`src/sbc_pkg.sv`:
```
// Package for the swept box collision step core.
// Payload structs, item kinds, register indexes and fixed-point constants.
// No dependencies.
package sbc_pkg;

	localparam int POS_W = 24;
	localparam int SIZE_W = 16;
	localparam int TIME_W = 16;
	localparam int DIST_W = 26;
	localparam int DMAG_W = 25;
	localparam int DIVD_W = DMAG_W + TIME_W;
	localparam int TQ_W = 44;
	localparam int CFG_IDX_W = 3;

	localparam logic [1:0] KIND_SET_VEL = 2'd0;
	localparam logic [1:0] KIND_COLLIDE = 2'd1;
	localparam logic [1:0] KIND_TICK    = 2'd2;
	localparam logic [1:0] KIND_SPARE   = 2'd3;

	localparam logic [CFG_IDX_W-1:0] REG_BOX_WIDTH  = 3'd0;
	localparam logic [CFG_IDX_W-1:0] REG_BOX_HEIGHT = 3'd1;
	localparam logic [CFG_IDX_W-1:0] REG_START_LEFT = 3'd2;
	localparam logic [CFG_IDX_W-1:0] REG_START_TOP  = 3'd3;
	localparam logic [CFG_IDX_W-1:0] REG_STOP_THR   = 3'd4;

	localparam logic [SIZE_W-1:0] BOX_SIZE_RST = 16'd4096;
	localparam logic [TIME_W-1:0] STOP_THR_RST = 16'd66;
	localparam logic [TIME_W-1:0] TIME_MAX = 16'hFFFF;
	localparam logic signed [TQ_W-1:0] TIME_INF = 44'sh400_0000_0000;
	localparam logic signed [POS_W-1:0] POS_MAX = 24'sh7FFFFF;
	localparam logic signed [POS_W-1:0] POS_MIN = 24'sh800000;

	typedef struct packed {
		logic [1:0]              kind;
		logic signed [POS_W-1:0] new_vel_x;
		logic signed [POS_W-1:0] new_vel_y;
		logic signed [POS_W-1:0] other_left;
		logic signed [POS_W-1:0] other_top;
		logic [SIZE_W-1:0]       other_width;
		logic [SIZE_W-1:0]       other_height;
		logic [TIME_W-1:0]       step_time;
	} in_item_t;

	typedef struct packed {
		logic signed [POS_W-1:0] pos_left;
		logic signed [POS_W-1:0] pos_top;
		logic signed [POS_W-1:0] vel_x_out;
		logic signed [POS_W-1:0] vel_y_out;
		logic                    on_ground;
		logic                    hit;
	} out_item_t;

endpackage

```
`src/swept_box_collision_step_core.sv`:
```
// Swept box collision step core: one moving box, set velocity / collide / tick items.
// Holds a bit-serial restoring divider for the swept entry times.
// Depends on sbc_pkg.
//
// Usage: items enter on in_valid/in_ready, one at a time; each item gives exactly one
// result transfer on out_valid/out_ready. Configuration writes go on cfg_valid/cfg_ready
// (always ready) with a register index and data; the user must make writes only while
// idle, as the core itself does not enforce this. Set velocity and unused kinds go
// straight to output; tick moves the X axis, then the Y axis, through the shared
// multiplier; collide runs four entry-time divisions, one quotient bit per cycle in a
// single restoring divider, each set up in its own step, plus accept, compare and
// output steps. Axes with zero velocity skip their divisions. The next item is taken
// once the result has been moved to the output register, so a result may wait at the
// output while a new item is accepted.
// Reset: position loads the start registers (0,0), velocity zero, limits maximum,
// grounded clear, box 4096 by 4096, stop threshold 66. A stalled receiver holds the
// result in the output register; a finished item waits until that register frees.
module swept_box_collision_step_core (
	input  logic                             clk,
	input  logic                             arst_n,
	input  logic                             in_valid,
	output logic                             in_ready,
	input  sbc_pkg::in_item_t                in_data,
	output logic                             out_valid,
	input  logic                             out_ready,
	output sbc_pkg::out_item_t               out_data,
	input  logic                             cfg_valid,
	output logic                             cfg_ready,
	input  logic [sbc_pkg::CFG_IDX_W-1:0]    cfg_index,
	input  logic [sbc_pkg::POS_W-1:0]        cfg_data
);
	import sbc_pkg::*;

	typedef enum logic [6:0] {
		S_IDLE = 7'b0000001,
		S_PREP = 7'b0000010,
		S_DIV  = 7'b0000100,
		S_EVAL = 7'b0001000,
		S_MOVX = 7'b0010000,
		S_MOVY = 7'b0100000,
		S_DONE = 7'b1000000
	} state_t;

	state_t state_q;
	in_item_t item_q;
	out_item_t out_q;
	logic out_valid_q;

	logic [SIZE_W-1:0] box_w_q, box_h_q, thr_q;
	logic signed [POS_W-1:0] start_left_q, start_top_q;
	logic signed [POS_W-1:0] left_q, top_q, velx_q, vely_q;
	logic [TIME_W-1:0] limx_q, limy_q;
	logic gnd_q, hit_q, miss_q;

	logic signed [TQ_W-1:0] t_q [4];
	logic [1:0] op_q;
	logic [5:0] cnt_q;
	logic [DIVD_W-1:0] dq_q;
	logic [POS_W-1:0] rem_q, dvs_q;
	logic qneg_q;

	assign in_ready = (state_q == S_IDLE);
	assign cfg_ready = 1'b1;
	assign out_valid = out_valid_q;
	assign out_data = out_q;

	// distances per axis
	logic signed [DIST_W-1:0] dlo_x, dhi_x, dlo_y, dhi_y, p_dlo, p_dhi, p_d;
	logic signed [POS_W-1:0] p_v;
	logic [DMAG_W-1:0] p_dmag;
	logic [POS_W-1:0] p_vmag;

	always_comb begin
		dlo_x = DIST_W'(item_q.other_left) - DIST_W'(left_q) - DIST_W'({1'b0, box_w_q});
		dhi_x = DIST_W'(item_q.other_left) + DIST_W'({1'b0, item_q.other_width})
			- DIST_W'(left_q);
		dlo_y = DIST_W'(item_q.other_top) - DIST_W'(top_q) - DIST_W'({1'b0, box_h_q});
		dhi_y = DIST_W'(item_q.other_top) + DIST_W'({1'b0, item_q.other_height})
			- DIST_W'(top_q);
		p_dlo = op_q[1] ? dlo_y : dlo_x;
		p_dhi = op_q[1] ? dhi_y : dhi_x;
		p_d = op_q[0] ? p_dhi : p_dlo;
		p_v = op_q[1] ? vely_q : velx_q;
		p_dmag = p_d[DIST_W-1] ? DMAG_W'(-p_d) : DMAG_W'(p_d);
		p_vmag = p_v[POS_W-1] ? POS_W'(-p_v) : POS_W'(p_v);
	end

	// divider step
	logic [POS_W:0] dv_shift;
	logic [POS_W+1:0] dv_diff;
	logic dv_ge;
	logic [DIVD_W-1:0] dv_quot;
	logic signed [TQ_W-1:0] dv_res;

	always_comb begin
		dv_shift = {rem_q, dq_q[DIVD_W-1]};
		dv_diff = {1'b0, dv_shift} - {2'b00, dvs_q};
		dv_ge = !dv_diff[POS_W+1];
		dv_quot = {dq_q[DIVD_W-2:0], dv_ge};
		dv_res = qneg_q ? -TQ_W'(dv_quot) : TQ_W'(dv_quot);
	end

	// hit evaluation
	logic signed [TQ_W-1:0] nx, fx, ny, fy, fmin, near_t, cl_t;
	logic ev_miss, ev_xaxis;
	logic [TIME_W-1:0] ev_lim, ev_new;

	always_comb begin
		nx = velx_q[POS_W-1] ? t_q[1] : t_q[0];
		fx = velx_q[POS_W-1] ? t_q[0] : t_q[1];
		ny = vely_q[POS_W-1] ? t_q[3] : t_q[2];
		fy = vely_q[POS_W-1] ? t_q[2] : t_q[3];
		fmin = (fx < fy) ? fx : fy;
		ev_miss = miss_q || (nx > fy) || (ny > fx) || (fmin <= 0);
		ev_xaxis = nx > ny;
		near_t = ev_xaxis ? nx : ny;
		ev_lim = ev_xaxis ? limx_q : limy_q;
		cl_t = (near_t < $signed({{(TQ_W-TIME_W){1'b0}}, ev_lim}))
			? near_t : $signed({{(TQ_W-TIME_W){1'b0}}, ev_lim});
		ev_new = (cl_t < 0) ? '0 : cl_t[TIME_W-1:0];
	end

	// motion, one axis per cycle
	logic mv_y;
	logic signed [POS_W-1:0] mv_pos, mv_vel, mv_res;
	logic [TIME_W-1:0] mv_lim, mv_m;
	logic [POS_W-1:0] mv_vmag;
	logic [POS_W+TIME_W-1:0] mv_prod;
	logic [POS_W+TIME_W:0] mv_rnd;
	logic [POS_W:0] mv_delta;
	logic signed [POS_W+1:0] mv_sdelta;
	logic signed [POS_W+2:0] mv_sum;

	always_comb begin
		mv_y = (state_q == S_MOVY);
		mv_pos = mv_y ? top_q : left_q;
		mv_vel = mv_y ? vely_q : velx_q;
		mv_lim = mv_y ? limy_q : limx_q;
		mv_m = (item_q.step_time < mv_lim) ? item_q.step_time : mv_lim;
		mv_vmag = mv_vel[POS_W-1] ? POS_W'(-mv_vel) : POS_W'(mv_vel);
		mv_prod = mv_vmag * mv_m;
		mv_rnd = {1'b0, mv_prod} + (POS_W+TIME_W+1)'(32768);
		mv_delta = mv_rnd[POS_W+TIME_W:TIME_W];
		mv_sdelta = mv_vel[POS_W-1] ? -$signed({1'b0, mv_delta}) : $signed({1'b0, mv_delta});
		mv_sum = (POS_W+3)'(mv_pos) + (POS_W+3)'(mv_sdelta);
		if (mv_sum > (POS_W+3)'(POS_MAX))
			mv_res = POS_MAX;
		else if (mv_sum < (POS_W+3)'(POS_MIN))
			mv_res = POS_MIN;
		else
			mv_res = mv_sum[POS_W-1:0];
	end

	always_ff @(posedge clk or negedge arst_n) begin
		if (!arst_n) begin
			state_q <= S_IDLE;
			out_valid_q <= 1'b0;
			box_w_q <= BOX_SIZE_RST;
			box_h_q <= BOX_SIZE_RST;
			start_left_q <= '0;
			start_top_q <= '0;
			thr_q <= STOP_THR_RST;
			left_q <= '0;
			top_q <= '0;
			velx_q <= '0;
			vely_q <= '0;
			limx_q <= TIME_MAX;
			limy_q <= TIME_MAX;
			gnd_q <= 1'b0;
			hit_q <= 1'b0;
			miss_q <= 1'b0;
			op_q <= '0;
			cnt_q <= '0;
		end else begin
			if (out_valid_q && out_ready)
				out_valid_q <= 1'b0;
			unique case (state_q)
				S_IDLE: begin
					if (in_valid) begin
						item_q <= in_data;
						hit_q <= 1'b0;
						miss_q <= 1'b0;
						op_q <= '0;
						case (in_data.kind)
							KIND_SET_VEL: begin
								velx_q <= in_data.new_vel_x;
								vely_q <= in_data.new_vel_y;
								state_q <= S_DONE;
							end
							KIND_COLLIDE: state_q <= S_PREP;
							KIND_TICK: state_q <= S_MOVX;
							default: state_q <= S_DONE;
						endcase
					end
				end
				S_PREP: begin
					if (p_v == 0) begin
						t_q[op_q] <= op_q[0] ? TIME_INF : -TIME_INF;
						if (!op_q[0] && !(p_dlo < 0 && p_dhi > 0))
							miss_q <= 1'b1;
						op_q <= op_q + 2'd1;
						if (op_q == 2'd3)
							state_q <= S_EVAL;
					end else begin
						dq_q <= {p_dmag, {TIME_W{1'b0}}};
						rem_q <= '0;
						dvs_q <= p_vmag;
						qneg_q <= p_d[DIST_W-1] ^ p_v[POS_W-1];
						cnt_q <= 6'(DIVD_W - 1);
						state_q <= S_DIV;
					end
				end
				S_DIV: begin
					rem_q <= dv_ge ? dv_diff[POS_W-1:0] : dv_shift[POS_W-1:0];
					dq_q <= dv_quot;
					cnt_q <= cnt_q - 6'd1;
					if (cnt_q == '0) begin
						t_q[op_q] <= dv_res;
						op_q <= op_q + 2'd1;
						state_q <= (op_q == 2'd3) ? S_EVAL : S_PREP;
					end
				end
				S_EVAL: begin
					hit_q <= !ev_miss;
					if (!ev_miss) begin
						if (ev_xaxis) begin
							limx_q <= ev_new;
							if (ev_new < thr_q)
								velx_q <= '0;
						end else begin
							limy_q <= ev_new;
							if (ev_new < thr_q) begin
								vely_q <= '0;
								if (!vely_q[POS_W-1])
									gnd_q <= 1'b1;
							end
						end
					end
					state_q <= S_DONE;
				end
				S_MOVX: begin
					left_q <= mv_res;
					state_q <= S_MOVY;
				end
				S_MOVY: begin
					top_q <= mv_res;
					limx_q <= TIME_MAX;
					limy_q <= TIME_MAX;
					gnd_q <= 1'b0;
					state_q <= S_DONE;
				end
				S_DONE: begin
					if (!out_valid_q || out_ready) begin
						out_q.pos_left <= left_q;
						out_q.pos_top <= top_q;
						out_q.vel_x_out <= velx_q;
						out_q.vel_y_out <= vely_q;
						out_q.on_ground <= gnd_q;
						out_q.hit <= hit_q;
						out_valid_q <= 1'b1;
						state_q <= S_IDLE;
					end
				end
				default: state_q <= S_IDLE;
			endcase
			if (cfg_valid) begin
				unique case (cfg_index)
					REG_BOX_WIDTH: box_w_q <= cfg_data[SIZE_W-1:0];
					REG_BOX_HEIGHT: box_h_q <= cfg_data[SIZE_W-1:0];
					REG_START_LEFT: begin
						start_left_q <= cfg_data;
						left_q <= cfg_data;
					end
					REG_START_TOP: begin
						start_top_q <= cfg_data;
						top_q <= cfg_data;
					end
					REG_STOP_THR: thr_q <= cfg_data[TIME_W-1:0];
					default: ;
				endcase
			end
		end
	end

	a_div_nonzero: assert property (@(posedge clk) disable iff (!arst_n)
		state_q == S_DIV |-> dvs_q != '0)
		else $error("divider running with zero divisor");

	a_accept_busy: assert property (@(posedge clk) disable iff (!arst_n)
		in_valid && in_ready |=> state_q != S_IDLE)
		else $error("accepted item did not start");

	a_done_loads: assert property (@(posedge clk) disable iff (!arst_n)
		state_q == S_DONE && (!out_valid_q || out_ready) |=> out_valid_q)
		else $error("finished result not presented");

	a_hit_only_collide: assert property (@(posedge clk) disable iff (!arst_n)
		hit_q && state_q == S_DONE |-> item_q.kind == KIND_COLLIDE)
		else $error("hit flagged for non-collide item");

	a_start_regs: assert property (@(posedge clk) disable iff (!arst_n)
		cfg_valid && cfg_index == REG_START_LEFT |=> left_q == start_left_q)
		else $error("start left not placed");

	a_start_top: assert property (@(posedge clk) disable iff (!arst_n)
		cfg_valid && cfg_index == REG_START_TOP |=> top_q == start_top_q)
		else $error("start top not placed");

endmodule
```
`config.mk`:
```
export PLATFORM = sky130hd
export DESIGN_NAME = swept_box_collision_step_core
export DESIGN_NICKNAME = d
export VERILOG_FILES = /design/src/sbc_pkg.sv /design/src/swept_box_collision_step_core.sv
export SDC_FILE = /design/constraint.sdc
export NUM_CORES = 2
export LEC_CHECK = 0
export BUFFER_PORTS_ARGS = -buffer_cell sky130_fd_sc_hd__buf_2
export CAP_MARGIN = 15
export CORE_MARGIN = 2
export CORE_UTILIZATION = 35
export CTS_BUF_LIST = sky130_fd_sc_hd__clkbuf_4
export DETAILED_ROUTE_END_ITERATION = 16
export REMOVE_ABC_BUFFERS = 1
export SLEW_MARGIN = 20
export SYNTH_ARGS = -nofsm -noshare
export SYNTH_HDL_FRONTEND = slang
export SYNTH_SLANG_ARGS = --single-unit
```
`constraint.sdc`:
```
create_clock -name clk -period 24.7 [get_ports clk]
set_clock_uncertainty 0.1 [all_clocks]
set_input_delay 2.47 -clock clk [delete_from_list [all_inputs] [get_ports clk]]
set_output_delay 2.47 -clock clk [all_outputs]
set_load 0.02 [all_outputs]
```
==> reports/results.tsv <==
metric	value	unit
global-route wire length before repair	286000	um
final hold viol count	0	
FILL cells	16371	
First-pass DRT Iterations	7	
CTS Buffer Depth	3	
multi-input logic area	35600	um2
mapped cell area	58000	um2
Final min period	15960	ps
# clock sinks	655	
crit end category	flop	
WS Path Type	flop to flop	
initial DRC count	3890	
via count	46615	
Congestion Overflow GR	0	
CORE AREA	165000	um2
Synth cell types	108	
pin count of the biggest net entering global routing	87	
Worst EP arrival	16930	ps
normalized max-slew margin	0.202	
Die X	411	um
fraction of layout cells with a size suffix above 1	0.135	
Synth top area share	0.238	
Post-synth EDFFs	460	
synth warn	0	
drc violations	0	
Post-CTS Setup Repair Bufs	0	
Die H	411	um
cell repeated most along the worst path	fa_1	
Final HPWL DP	151000	um
CP max-delay cell	or3_1	
critical path required time	25670	ps
Root Buffer	clkbuf_4	
Die Area	169000	um2
Hold Buf Count CTS	0	
Top FF cell, synth	edfxtp_1	
# IOs	279	
RSZ-0062 raised after global routing	false	
#FFs+latches synth	655	
Worst Max-Slew Pin Slew	1190	ps
sequential element share of the synthesized area	0.323	
Initial Util	0.352	
Port Buf Inserts	277	
syn_area_per_cell	9.67	um2
WL/cell	22.0	um
later-pin clock latency in the skew report	1280	ps
most common cell in the synthesized netlist	inv_1	
critical path fanouts, max	58	
WL final	191000	um
Final setup viols	0	
Worst Hold Class	flop to flop	
htree depth	4	
CTS tree	built	
status	completed	
row count	149	
f_max	62.6	MHz
vias in the first global route	45924	
Antenna Nets Post-Route	0	
FFs w/ async S/R, synth	0.298	
Worst path max stage delay	670	ps
vias per cell	5.37	
fin nets	7439	
CP Launch Type	flop	
largest area contributor in the netlist	edfxtp_1	
max capacitance violation total	0	
FF+latch area	18800	um2
Period Utilization, post-route	0.646	
RePlAce Congestion	0.972	
Total GRT Usage	0.224	
Synth Instances	5992	
Fin Setup TNS	0	ps
post-CTS sizing	0	
clk slew on worst S/H paths	70	ps
Area Growth Syn to Fin	11.4	%
initial antenna violation count	20	
Post-synth top cells	inv_1, ha_1, nand2_1	
cts bufs inserted	184	
Synth area leaders	edfxtp_1, fa_1, ha_1	
Final Slew Violations	0	
-- cells by family (layout without fill, tap and decap cells) --
logic type	Yosys count	count (layout)	share of synthesized area
other	1	15	0.0000647
adder cells (fa/ha/maj)	927	927	0.248
AND/OR/NAND/NOR	1622	1622	0.131
buffers and inverters	995	1486	0.0647
multiplexers	308	308	0.0568
flip-flops	655	655	0.323
AO/OA/AOI/OAI	1202	1202	0.133
XOR/XNOR	282	282	0.0426
-- registers in the layout, summed over array words and instances (netlist names), 2 cells and up --
signal / flops
dvs_q: 24
cnt_q: 6
box_h_q: 16
limx_q: 16
op_q: 2
item_q: 96
out_data: 98
vely_q: 24
dq_q: 41
left_q: 24
box_w_q: 16
top_q: 24
t_q: 176
velx_q: 24
thr_q: 16
state_q: 7
limy_q: 16
rem_q: 24
-- cell type report --
| type | instances | area share |
|---|---|---|
| clock inverter | 74 | 0.00712 |
| inverter | 793 | 0.0461 |
| clock buffer | 261 | 0.0304 |
| timing repair buffer | 358 | 0.0311 |
| tap | 2189 | 0.0424 |
| sequential | 655 | 0.291 |
| antenna | 14 | 0.000543 |
| multi-input combinational | 4342 | 0.552 |
-- metrics by stage --
stage | instances | utilization | instance area (um2) | hold slack (ps) | worst slack (ps)
4_1_cts | 8672 | 0.392 | 64500 | 366 | 8960
3_3_place_gp | 8337 | 0.377 | 62000 | 335 | 9460
5_1_grt | 8681 | 0.392 | 64500 | 376 | 7700
2_1_floorplan | 5790 | - | 57200 | 325 | 7220
6_report | 8686 | 0.392 | 64500 | 374 | 8740
3_5_place_dp | 8337 | 0.377 | 62000 | 350 | 9120
-- layout by cell type (no fill, tap or decap), drive strengths merged, types with 37 or more instances in the layout --
cell and n:
a211oi 47, a21o 165, a21oi 354, a22o 50
a31oi 42, and2 58, buf 358, clkbuf 261
clkinv 60, dfrtp 158, dfstp 37, edfxtp 460
fa 372, ha 555, inv 799, mux2 87
mux2i 214, nand2 529, nand2b 60, nand3 87
nand4 87, nor2 488, nor3 105, o21a 53
o21ai 260, o31ai 45, xnor2 157, xor2 125
-- path summary, 6_finish.rpt --
check,to,cells past startpoint,slack [ps],start
min in group asynchronous,vely_q[10],1,1160,arst_n
max in group asynchronous,top_q[19],3,21120,arst_n
worst min register to register,out_data[0],0,370,hit_q
worst min-delay path,out_data[0],0,370,hit_q
worst max-delay path,top_q[19],48,8740,state_q[0]
worst max register to register,top_q[19],48,8740,state_q[0]
-- routing by layer --
metal  share of wire  routed length [um]  vias up  GRT usage
li1                -                   -    21566          -
met5         0.00056                 107        -          0
met1            0.43               81600    22981      0.299
met3           0.081               15500      369     0.0513
met4           0.034                6570       16     0.0801
met2            0.46               87700     1683      0.357
-- worst max-delay path, delay by kind of cell (launching register included) --
kind            cells  cell delay, ps
compound gates     18            5650
xor+xnor            1             100
fa+ha+maj           9            4170
buf+inv             5            1140
flops               1             560
mux                 1             340
simple gates       14            3640
Power is left out: the tool's default activity adds up to more than one toggle a clock period on the data nets, which glitch-free logic cannot reach.
